==> config.mk <==
export PLATFORM = sky130hd
export DESIGN_NAME = lru_slot_pool
export DESIGN_NICKNAME = d
export VERILOG_FILES = /design/src/rtl/lsp_pkg.sv /design/src/rtl/lru_slot_pool.sv /design/src/rtl/lsp_scan.sv
export SDC_FILE = /design/constraint.sdc
export NUM_CORES = 2
export LEC_CHECK = 0
export BUFFER_PORTS_ARGS = -buffer_cell sky130_fd_sc_hd__clkbuf_2
export CORE_UTILIZATION = 65
export CTS_CLUSTER_DIAMETER = 60
export DETAILED_ROUTE_END_ITERATION = 6
export GPL_ROUTABILITY_DRIVEN = 0
export GPL_TIMING_DRIVEN = 0
export PLACE_DENSITY = 0.82
export SYNTH_ARGS = -nofsm -noshare
export SYNTH_HDL_FRONTEND = slang
export SYNTH_SLANG_ARGS = --single-unit
==> constraint.sdc <==
create_clock -name clk -period 10.43 [get_ports clk]
set_input_delay 0.5215 -clock clk [delete_from_list [all_inputs] [get_ports clk]]
set_output_delay 0.5215 -clock clk [all_outputs]
set_load 0.005 [all_outputs]
==> src/rtl/lsp_pkg.sv <==
// Shared types and constants for the LRU slot pool.
`default_nettype none
package lsp_pkg;

	localparam int SLOTS = 8;
	localparam int IDX_W = (SLOTS > 1) ? $clog2(SLOTS) : 1;
	localparam int CNT_W = $clog2(SLOTS + 1);
	localparam int ID_W = 16;
	localparam int STAMP_W = 64;
	localparam int SLOT_W = 3;
	localparam int FCNT_W = 4;
	localparam int IN_W = 24;
	localparam int OUT_W = 32;

	localparam logic [1:0] OP_ALLOC = 2'd0;
	localparam logic [1:0] OP_USE = 2'd1;
	localparam logic [1:0] OP_FREE = 2'd2;

	localparam logic [1:0] ST_OK = 2'd0;
	localparam logic [1:0] ST_NOT_OWNER = 2'd1;
	localparam logic [1:0] ST_REJECTED = 2'd2;

	// Accumulated findings of one pass over the slot store.
	typedef struct packed {
		logic own_hit;
		logic [IDX_W-1:0] own_idx;
		logic free_hit;
		logic [IDX_W-1:0] free_idx;
		logic [CNT_W-1:0] free_cnt;
		logic old_hit;
		logic [IDX_W-1:0] old_idx;
		logic [ID_W-1:0] old_owner;
	} lsp_scan_t;

endpackage
`default_nettype wire

==> src/rtl/lru_slot_pool.sv <==
// Sequence: idle takes a request, scan steps through the slots, write-back updates the slot store and
// registers the result. A new request is taken only once the previous one is written back. The scan covers
// one slot per cycle through the shared compare unit; write-back waits while an unaccepted result holds the output.
// A finished result waits in the output register while the next request is taken.
// Reset (arst_n low, asynchronous) frees every slot, zeroes all stamps and the use counter.
`default_nettype none
module lru_slot_pool (
	input wire logic clk,
	input wire logic arst_n,
	input wire logic s_tvalid,
	output logic s_tready,
	// opcode[1:0], consumer_id[17:2], zero pad [23:18]
	input wire logic [lsp_pkg::IN_W-1:0] s_tdata,
	output logic m_tvalid,
	input wire logic m_tready,
	// status[1:0], slot_index[4:2], evicted[5], evicted_consumer[21:6],
	// newly_placed[22], free_count[26:23], zero pad [31:27]
	output logic [lsp_pkg::OUT_W-1:0] m_tdata
);
	import lsp_pkg::*;

	typedef enum logic [2:0] {
		SQ_IDLE = 3'b001,
		SQ_SCAN = 3'b010,
		SQ_WB = 3'b100
	} seq_t;

	seq_t state_q;
	logic [IDX_W-1:0] idx_q;
	logic [1:0] op_q;
	logic [ID_W-1:0] id_q;
	logic [ID_W-1:0] owner_q [SLOTS];
	logic [STAMP_W-1:0] stamp_q [SLOTS];
	logic [STAMP_W-1:0] counter_q;

	logic out_valid_q;
	logic [1:0] status_q;
	logic [SLOT_W-1:0] slot_q;
	logic ev_q;
	logic [ID_W-1:0] ev_id_q;
	logic placed_q;
	logic [FCNT_W-1:0] fc_q;

	lsp_scan_t scan;
	logic accept;
	logic out_free;
	logic wb_go;

	// Write-back decisions
	logic [1:0] n_status;
	logic [IDX_W-1:0] n_slot;
	logic n_ev;
	logic [ID_W-1:0] n_ev_id;
	logic n_placed;
	logic [CNT_W-1:0] n_fc;
	logic wr_en;
	logic [ID_W-1:0] wr_owner;
	logic [STAMP_W-1:0] wr_stamp;
	logic cnt_inc;
	logic [STAMP_W-1:0] cnt_next;

	assign s_tready = (state_q == SQ_IDLE);
	assign accept = s_tvalid && s_tready;
	assign out_free = !out_valid_q || m_tready;
	assign wb_go = (state_q == SQ_WB) && out_free;
	assign cnt_next = counter_q + STAMP_W'(1);

	lsp_scan u_scan (
		.clk(clk),
		.arst_n(arst_n),
		.clear(accept),
		.step(state_q == SQ_SCAN),
		.idx(idx_q),
		.id(id_q),
		.owner(owner_q[idx_q]),
		.stamp(stamp_q[idx_q]),
		.res(scan)
	);

	always_comb begin
		n_status = ST_OK;
		n_slot = '0;
		n_ev = 1'b0;
		n_ev_id = '0;
		n_placed = 1'b0;
		n_fc = scan.free_cnt;
		wr_en = 1'b0;
		wr_owner = id_q;
		wr_stamp = counter_q;
		cnt_inc = 1'b0;
		if (id_q == '0) begin
			n_status = ST_REJECTED;
		end else begin
			case (op_q)
				OP_ALLOC: begin
					cnt_inc = 1'b1;
					wr_en = 1'b1;
					wr_stamp = cnt_next;
					if (scan.own_hit) begin
						n_slot = scan.own_idx;
					end else if (scan.free_hit) begin
						n_slot = scan.free_idx;
						n_placed = 1'b1;
						n_fc = scan.free_cnt - CNT_W'(1);
					end else begin
						n_slot = scan.old_idx;
						n_placed = 1'b1;
						n_ev = 1'b1;
						n_ev_id = scan.old_owner;
					end
				end
				OP_USE: begin
					if (scan.own_hit) begin
						n_slot = scan.own_idx;
						wr_en = 1'b1;
					end else begin
						n_status = ST_NOT_OWNER;
					end
				end
				OP_FREE: begin
					if (scan.own_hit) begin
						n_slot = scan.own_idx;
						wr_en = 1'b1;
						wr_owner = '0;
						wr_stamp = '0;
						n_fc = scan.free_cnt + CNT_W'(1);
					end else begin
						n_status = ST_NOT_OWNER;
					end
				end
				default: begin
					n_status = ST_REJECTED;
				end
			endcase
		end
	end

	always_ff @(posedge clk or negedge arst_n) begin
		if (!arst_n) begin
			state_q <= SQ_IDLE;
			idx_q <= '0;
			counter_q <= '0;
			for (int i = 0; i < SLOTS; i++) begin
				owner_q[i] <= '0;
				stamp_q[i] <= '0;
			end
		end else begin
			case (state_q)
				SQ_IDLE: begin
					if (accept) begin
						state_q <= SQ_SCAN;
						idx_q <= '0;
					end
				end
				SQ_SCAN: begin
					if (idx_q == IDX_W'(SLOTS - 1)) begin
						state_q <= SQ_WB;
					end else begin
						idx_q <= idx_q + IDX_W'(1);
					end
				end
				SQ_WB: begin
					if (out_free) begin
						state_q <= SQ_IDLE;
						if (wr_en) begin
							owner_q[n_slot] <= wr_owner;
							stamp_q[n_slot] <= wr_stamp;
						end
						if (cnt_inc) begin
							counter_q <= cnt_next;
						end
					end
				end
				default: begin
					state_q <= SQ_IDLE;
				end
			endcase
		end
	end

	always_ff @(posedge clk) begin
		if (accept) begin
			op_q <= s_tdata[1:0];
			id_q <= s_tdata[17:2];
		end
	end

	always_ff @(posedge clk or negedge arst_n) begin
		if (!arst_n) begin
			out_valid_q <= 1'b0;
		end else if (wb_go) begin
			out_valid_q <= 1'b1;
		end else if (m_tready) begin
			out_valid_q <= 1'b0;
		end
	end

	always_ff @(posedge clk) begin
		if (wb_go) begin
			status_q <= n_status;
			slot_q <= SLOT_W'(n_slot);
			ev_q <= n_ev;
			ev_id_q <= n_ev_id;
			placed_q <= n_placed;
			fc_q <= FCNT_W'(n_fc);
		end
	end

	assign m_tvalid = out_valid_q;
	assign m_tdata = {5'b0, fc_q, placed_q, ev_id_q, ev_q, slot_q, status_q};

	a_start_scan: assert property (@(posedge clk) disable iff (!arst_n)
		accept |=> (state_q == SQ_SCAN && idx_q == '0))
		else $error("scan did not start at slot zero after a request");

	a_fail_clean: assert property (@(posedge clk) disable iff (!arst_n)
		(m_tvalid && status_q != ST_OK) |-> (slot_q == '0 && !ev_q && !placed_q))
		else $error("failed request reports a slot or placement");

	a_evict_places: assert property (@(posedge clk) disable iff (!arst_n)
		(m_tvalid && ev_q) |-> (placed_q && ev_id_q != '0))
		else $error("eviction without placement or without a former owner");

	a_fc_range: assert property (@(posedge clk) disable iff (!arst_n)
		m_tvalid |-> (fc_q <= FCNT_W'(SLOTS)))
		else $error("free count exceeds slot count");

	a_hold_out: assert property (@(posedge clk) disable iff (!arst_n)
		(state_q == SQ_WB && out_valid_q && !m_tready) |=> (state_q == SQ_WB))
		else $error("write-back overran a waiting result");

endmodule
`default_nettype wire

==> src/rtl/lsp_scan.sv <==
// Shared compare unit: examines one slot per cycle while step is high and accumulates the pass findings.
`default_nettype none
module lsp_scan (
	input wire logic clk,
	input wire logic arst_n,
	input wire logic clear,
	input wire logic step,
	input wire logic [lsp_pkg::IDX_W-1:0] idx,
	input wire logic [lsp_pkg::ID_W-1:0] id,
	input wire logic [lsp_pkg::ID_W-1:0] owner,
	input wire logic [lsp_pkg::STAMP_W-1:0] stamp,
	output lsp_pkg::lsp_scan_t res
);
	import lsp_pkg::*;

	lsp_scan_t res_q;
	logic [STAMP_W-1:0] old_stamp_q;
	logic older;

	// Strictly smaller keeps the lowest index on ties.
	assign older = !res_q.old_hit || (stamp < old_stamp_q);

	always_ff @(posedge clk or negedge arst_n) begin
		if (!arst_n) begin
			res_q <= '0;
			old_stamp_q <= '0;
		end else if (clear) begin
			res_q.own_hit <= 1'b0;
			res_q.free_hit <= 1'b0;
			res_q.old_hit <= 1'b0;
			res_q.free_cnt <= '0;
		end else if (step) begin
			if (owner == id && !res_q.own_hit) begin
				res_q.own_hit <= 1'b1;
				res_q.own_idx <= idx;
			end
			if (owner == '0) begin
				res_q.free_cnt <= res_q.free_cnt + CNT_W'(1);
				if (!res_q.free_hit) begin
					res_q.free_hit <= 1'b1;
					res_q.free_idx <= idx;
				end
			end else if (older) begin
				res_q.old_hit <= 1'b1;
				res_q.old_idx <= idx;
				res_q.old_owner <= owner;
				old_stamp_q <= stamp;
			end
		end
	end

	assign res = res_q;

endmodule
`default_nettype wire

==> load_flow_metrics.sql <==
INSERT INTO impl_metrics (metric_group, metric, value, unit) VALUES
('floorplanning', 'ios', '62', ''),
('placed_design', 'number_of_port_buffers', '50', ''),
('flow_run', 'max_cap_violations', '0', ''),
('critical_path', 'cp_data_required_time', '10970', 'ps'),
('floorplanning', 'fp.coreArea', '60200', 'um^2'),
('finish', 'layout_commonest_cell', 'sky130_fd_sc_hd__dfrtp_1', ''),
('power_and_ir_drop', 'power.ir.vdd_worst', '0.114', 'mV'),
('clocking', 'cts-htree-levels', '3', ''),
('sta', 'timing.final.setup_violations', '0', ''),
('synthesis', 'seq_area_frac_synth', '0.544', ''),
('status', 'status', 'finished, violations left', ''),
('route', 'drt-vias-per-instance', '6.84', ''),
('route', 'postRouteAntennaNets', '0', ''),
('finish', 'final_cell_count_no_fill', '4673', ''),
('sta', 'fin_setup_tns', '0', 'ps'),
('route', 'num_vias', '32000', ''),
('global_routing', 'first_global_vias', '32000', ''),
('synthesis', 'ys_ff_latch', '852', ''),
('global_routing', 'pin_count_of_the_biggest_net_entering_global_routing', '117', ''),
('sta', 'finalHoldViolCount', '0', ''),
('global_routing', 'grt_first_pass_wirelength', '187000', 'um'),
('critical_path', 'critical_path.startpoint_type', 'flip-flop', ''),
('clocking', 'clock_insertion_delay_worst_skew', '670', 'ps'),
('finish', 'area_delta_synth_final', '11.6', '%'),
('finish', 'fillerInstances', '3882', ''),
('finish', 'postLayoutCoreUtil', '0.733', ''),
('sta', 'relSlewSlack', '0.0763', ''),
('sta', 'rsz0062_at_grt', 'no', ''),
('clocking', 'clock_sinks', '852', ''),
('finish', 'fin_nets', '3920', ''),
('finish', 'layout_cells_sized_above_1', '0.149', ''),
('floorplanning', 'starting_density_of_the_core', '0.657', ''),
('clocking', 'max-clock-path-buffers', '3', ''),
('synthesis', 'netlist.area_leader.share', '0.509', ''),
('sta', 'worst_slew_pin_tran', '1390', 'ps'),
('global_routing', 'grtUsageTotal', '0.399', ''),
('power_and_ir_drop', 'power.density_cell_area', '185', 'nW/um^2'),
('global_routing', 'grt_remaining_overflow', '0', ''),
('route', 'first_iter_violations', '4651', ''),
('clocking', 'cts.repair_timing.setup_buffer_count', '0', ''),
('floorplanning', 'die-area', '61900', 'um^2'),
('floorplanning', 'die_width', '249', 'um'),
('synthesis', 'synth.area.top_cells', 'sky130_fd_sc_hd__dfrtp_1, sky130_fd_sc_hd__mux4_2, sky130_fd_sc_hd__o21ai_0', ''),
('clocking', 'clkTransAtPathRegs', '60', 'ps'),
('critical_path', 'worst_path_class_setup', 'flip-flop to flip-flop', ''),
('clocking', 'cts_buffers', '86', ''),
('synthesis', 'synth.distinct_cells', '73', ''),
('global_routing', 'antenna_violations_before_repair', '0', ''),
('synthesis', 'dominantRegCellSynth', 'sky130_fd_sc_hd__dfrtp_1', ''),
('route', 'drt_pass1_iterations', '7', ''),
('sta', 'period_minus_slack', '9100', 'ps'),
('clocking', 'clk_root_buffer_cell', 'sky130_fd_sc_hd__clkbuf_16', ''),
('floorplanning', 'die_h', '249', 'um'),
('sta', 'timing.clock.skew', '27.4', 'ps'),
('min_path', 'holdCritPathClass', 'primary input to flip-flop', ''),
('status', 'violations', 'design-rule violations', ''),
('floorplanning', 'std_cell_rows', '90', ''),
('synthesis', 'syn-mean-instance-area', '10.8', 'um^2'),
('sta', 'timing.hold.ws', '41.5', 'ps'),
('clocking', 'cts_tree', 'built', ''),
('sta', 'slew_viol_final', '0', ''),
('synthesis', 'ys_async_sr_fraction', '0.947', ''),
('sta', 'max_freq', '0.110', 'GHz'),
('placed_design', 'placed_insts', '4514', ''),
('clocking', 'post_cts_resize_count', '0', ''),
('route', 'detail_route.drc_violations', '11', ''),
('route', 'wire_per_inst', '25.9', 'um'),
('power_and_ir_drop', 'design_power_total', '0.00817', 'W'),
('finish', 'final_cell_mix', 'sky130_fd_sc_hd__dfrtp_1, sky130_fd_sc_hd__nand2_1, sky130_fd_sc_hd__o21ai_0', ''),
('power_and_ir_drop', 'total_leakage_power', '19.3', 'nW'),
('synthesis', 'synth_largest_area_cell', 'sky130_fd_sc_hd__dfrtp_1', ''),
('synthesis', 'synth_enable_flop_cells', '45', ''),
('sta', 'final_min_period_over_clock_period', '0.873', ''),
('critical_path', 'worstPathArrival', '9640', 'ps'),
('placed_design', 'dp.final_hpwl', '80200', 'um'),
('critical_path', 'worst_setup_path_end_kind', 'flip-flop', ''),
('clocking', 'hold_fix_buffers_cts', '1', ''),
('synthesis', 'syn_inst', '3669', ''),
('synthesis', 'synth.yosys.warnings', '0', ''),
('synthesis', 'netlist_area', '39600', 'um^2'),
('critical_path', 'timing.critical_path.fanout_max', '10', ''),
('route', 'totalWireLength', '121000', 'um'),
('finish', 'diodes', '0', '');
## worst paths after layout
| path | depth (start not counted) | slack, ps | to | start |
|---|---|---|---|---|
| max in group asynchronous | 6 | 8150 | owner_q[55] | arst_n |
| max reg2reg | 17 | 1330 | u_scan.old_stamp_q[62] | idx_q[2] |
| min reg2reg | 2 | 480 | stamp_q[170] | stamp_q[170] |
| min | 1 | 40 | id_q[9] | s_tdata[11] |
| min in group asynchronous | 3 | 520 | u_scan.old_stamp_q[46] | arst_n |
| max | 17 | 1330 | u_scan.old_stamp_q[62] | idx_q[2] |
## cell usage after synthesis, types with 7 or more instances
master,number
sky130_fd_sc_hd__dfrtp_1,806
sky130_fd_sc_hd__nand2_1,748
sky130_fd_sc_hd__o21ai_0,620
sky130_fd_sc_hd__clkbuf_1,204
sky130_fd_sc_hd__mux2_2,172
sky130_fd_sc_hd__mux4_2,141
sky130_fd_sc_hd__nor2_1,114
sky130_fd_sc_hd__a21oi_1,94
sky130_fd_sc_hd__inv_1,84
sky130_fd_sc_hd__ha_1,71
sky130_fd_sc_hd__mux2i_1,53
sky130_fd_sc_hd__nand3_1,48
sky130_fd_sc_hd__edfxtp_1,45
sky130_fd_sc_hd__xnor2_1,43
sky130_fd_sc_hd__nand4_1,38
sky130_fd_sc_hd__xor2_1,36
sky130_fd_sc_hd__nor4_1,32
sky130_fd_sc_hd__nor3_1,31
sky130_fd_sc_hd__buf_2,22
sky130_fd_sc_hd__o31a_1,19
sky130_fd_sc_hd__a22oi_1,16
sky130_fd_sc_hd__and3_1,16
sky130_fd_sc_hd__o311ai_0,16
sky130_fd_sc_hd__and2_1,15
sky130_fd_sc_hd__buf_1,15
sky130_fd_sc_hd__or3_1,15
sky130_fd_sc_hd__and4_1,12
sky130_fd_sc_hd__o21ai_1,11
sky130_fd_sc_hd__a21o_1,10
sky130_fd_sc_hd__a31oi_1,8
sky130_fd_sc_hd__buf_4,8
sky130_fd_sc_hd__nand2b_1,8
sky130_fd_sc_hd__nor2b_1,8
sky130_fd_sc_hd__o211ai_1,8
sky130_fd_sc_hd__or2_2,8
sky130_fd_sc_hd__a221oi_1,7
## power by group
group	internal (W)	leakage, nW	switching, W
registers	0.00340	11.7	0.0000482
clock network	0.00197	1.50	0.00137
logic	0.000418	6.10	0.000958
total	0.00579	19.3	0.00238
## state kept, by name, indices dropped and copies added, names as in the netlist
name                cells
counter_q              64
ev_id_q                16
ev_q                    1
fc_q                    4
id_q                   16
idx_q                   3
m_tvalid                1
op_q                    2
owner_q               128
placed_q                1
slot_q                  3
stamp_q               512
state_q                 3
status_q                2
u_scan.old_stamp_q     64
u_scan.res             32
## final cells by class
| cell class | instances | area [um^2] | share of cell area |
|---|---|---|---|
| Sequential cell | 852 | 21500 | 0.488 |
| Multi-Input combinational cell | 2487 | 16800 | 0.379 |
| Clock buffer | 119 | 2520 | 0.0570 |
| Buffer | 250 | 1010 | 0.0228 |
| Tap cell | 782 | 978 | 0.0221 |
| Clock inverter | 39 | 543 | 0.0123 |
| Timing Repair Buffer | 60 | 517 | 0.0117 |
| Inverter | 84 | 315 | 0.00714 |
## critical path: stages (launching register included)
cell and delay (ps):
sky130_fd_sc_hd__dfrtp_1 350, sky130_fd_sc_hd__buf_2 260, sky130_fd_sc_hd__buf_2 390, sky130_fd_sc_hd__buf_2 410
sky130_fd_sc_hd__buf_1 740, sky130_fd_sc_hd__clkbuf_1 770, sky130_fd_sc_hd__clkbuf_1 1060, sky130_fd_sc_hd__mux2_2 520
sky130_fd_sc_hd__ha_1 300, sky130_fd_sc_hd__nand4_1 160, sky130_fd_sc_hd__nor4bb_1 840, sky130_fd_sc_hd__nand2_1 320
sky130_fd_sc_hd__or4_1 740, sky130_fd_sc_hd__a21oi_1 540, sky130_fd_sc_hd__nor3_1 160, sky130_fd_sc_hd__clkbuf_1 590
sky130_fd_sc_hd__buf_2 490, sky130_fd_sc_hd__mux2_2 320
## routing by layer
layer,part of all wire,vias to the layer above,global-route usage
met5,0,-,0
li1,-,13300,-
met1,0.36,15900,0.523
met2,0.45,2264,0.604
met3,0.12,517,0.106
met4,0.064,0,0.236
## per-stage QoR
step | setup slack, ps | cell area [um^2]
2_1_floorplan | 5610 | 39600
3_3_place_gp | -10210 | 40800
3_5_place_dp | 1930 | 41100
4_1_cts | 1880 | 44200
5_1_grt | 1270 | 44200
6_report | 1330 | 44200
## cells by family (layout without fill, tap and decap cells)
logic type	Yosys count	after routing	synth area share
xor gates and xnor gates	79	79	0.0175
adders and majority gates	71	71	0.0224
other	1	5	0.0000947
and+or+nand+nor	1113	1113	0.121
AOI/OAI and AO/OA	853	853	0.119
buffers and inverters	334	552	0.0333
DFF	852	852	0.544
muxes	366	366	0.142
Note: power is estimated with default switching activity, not from simulation.
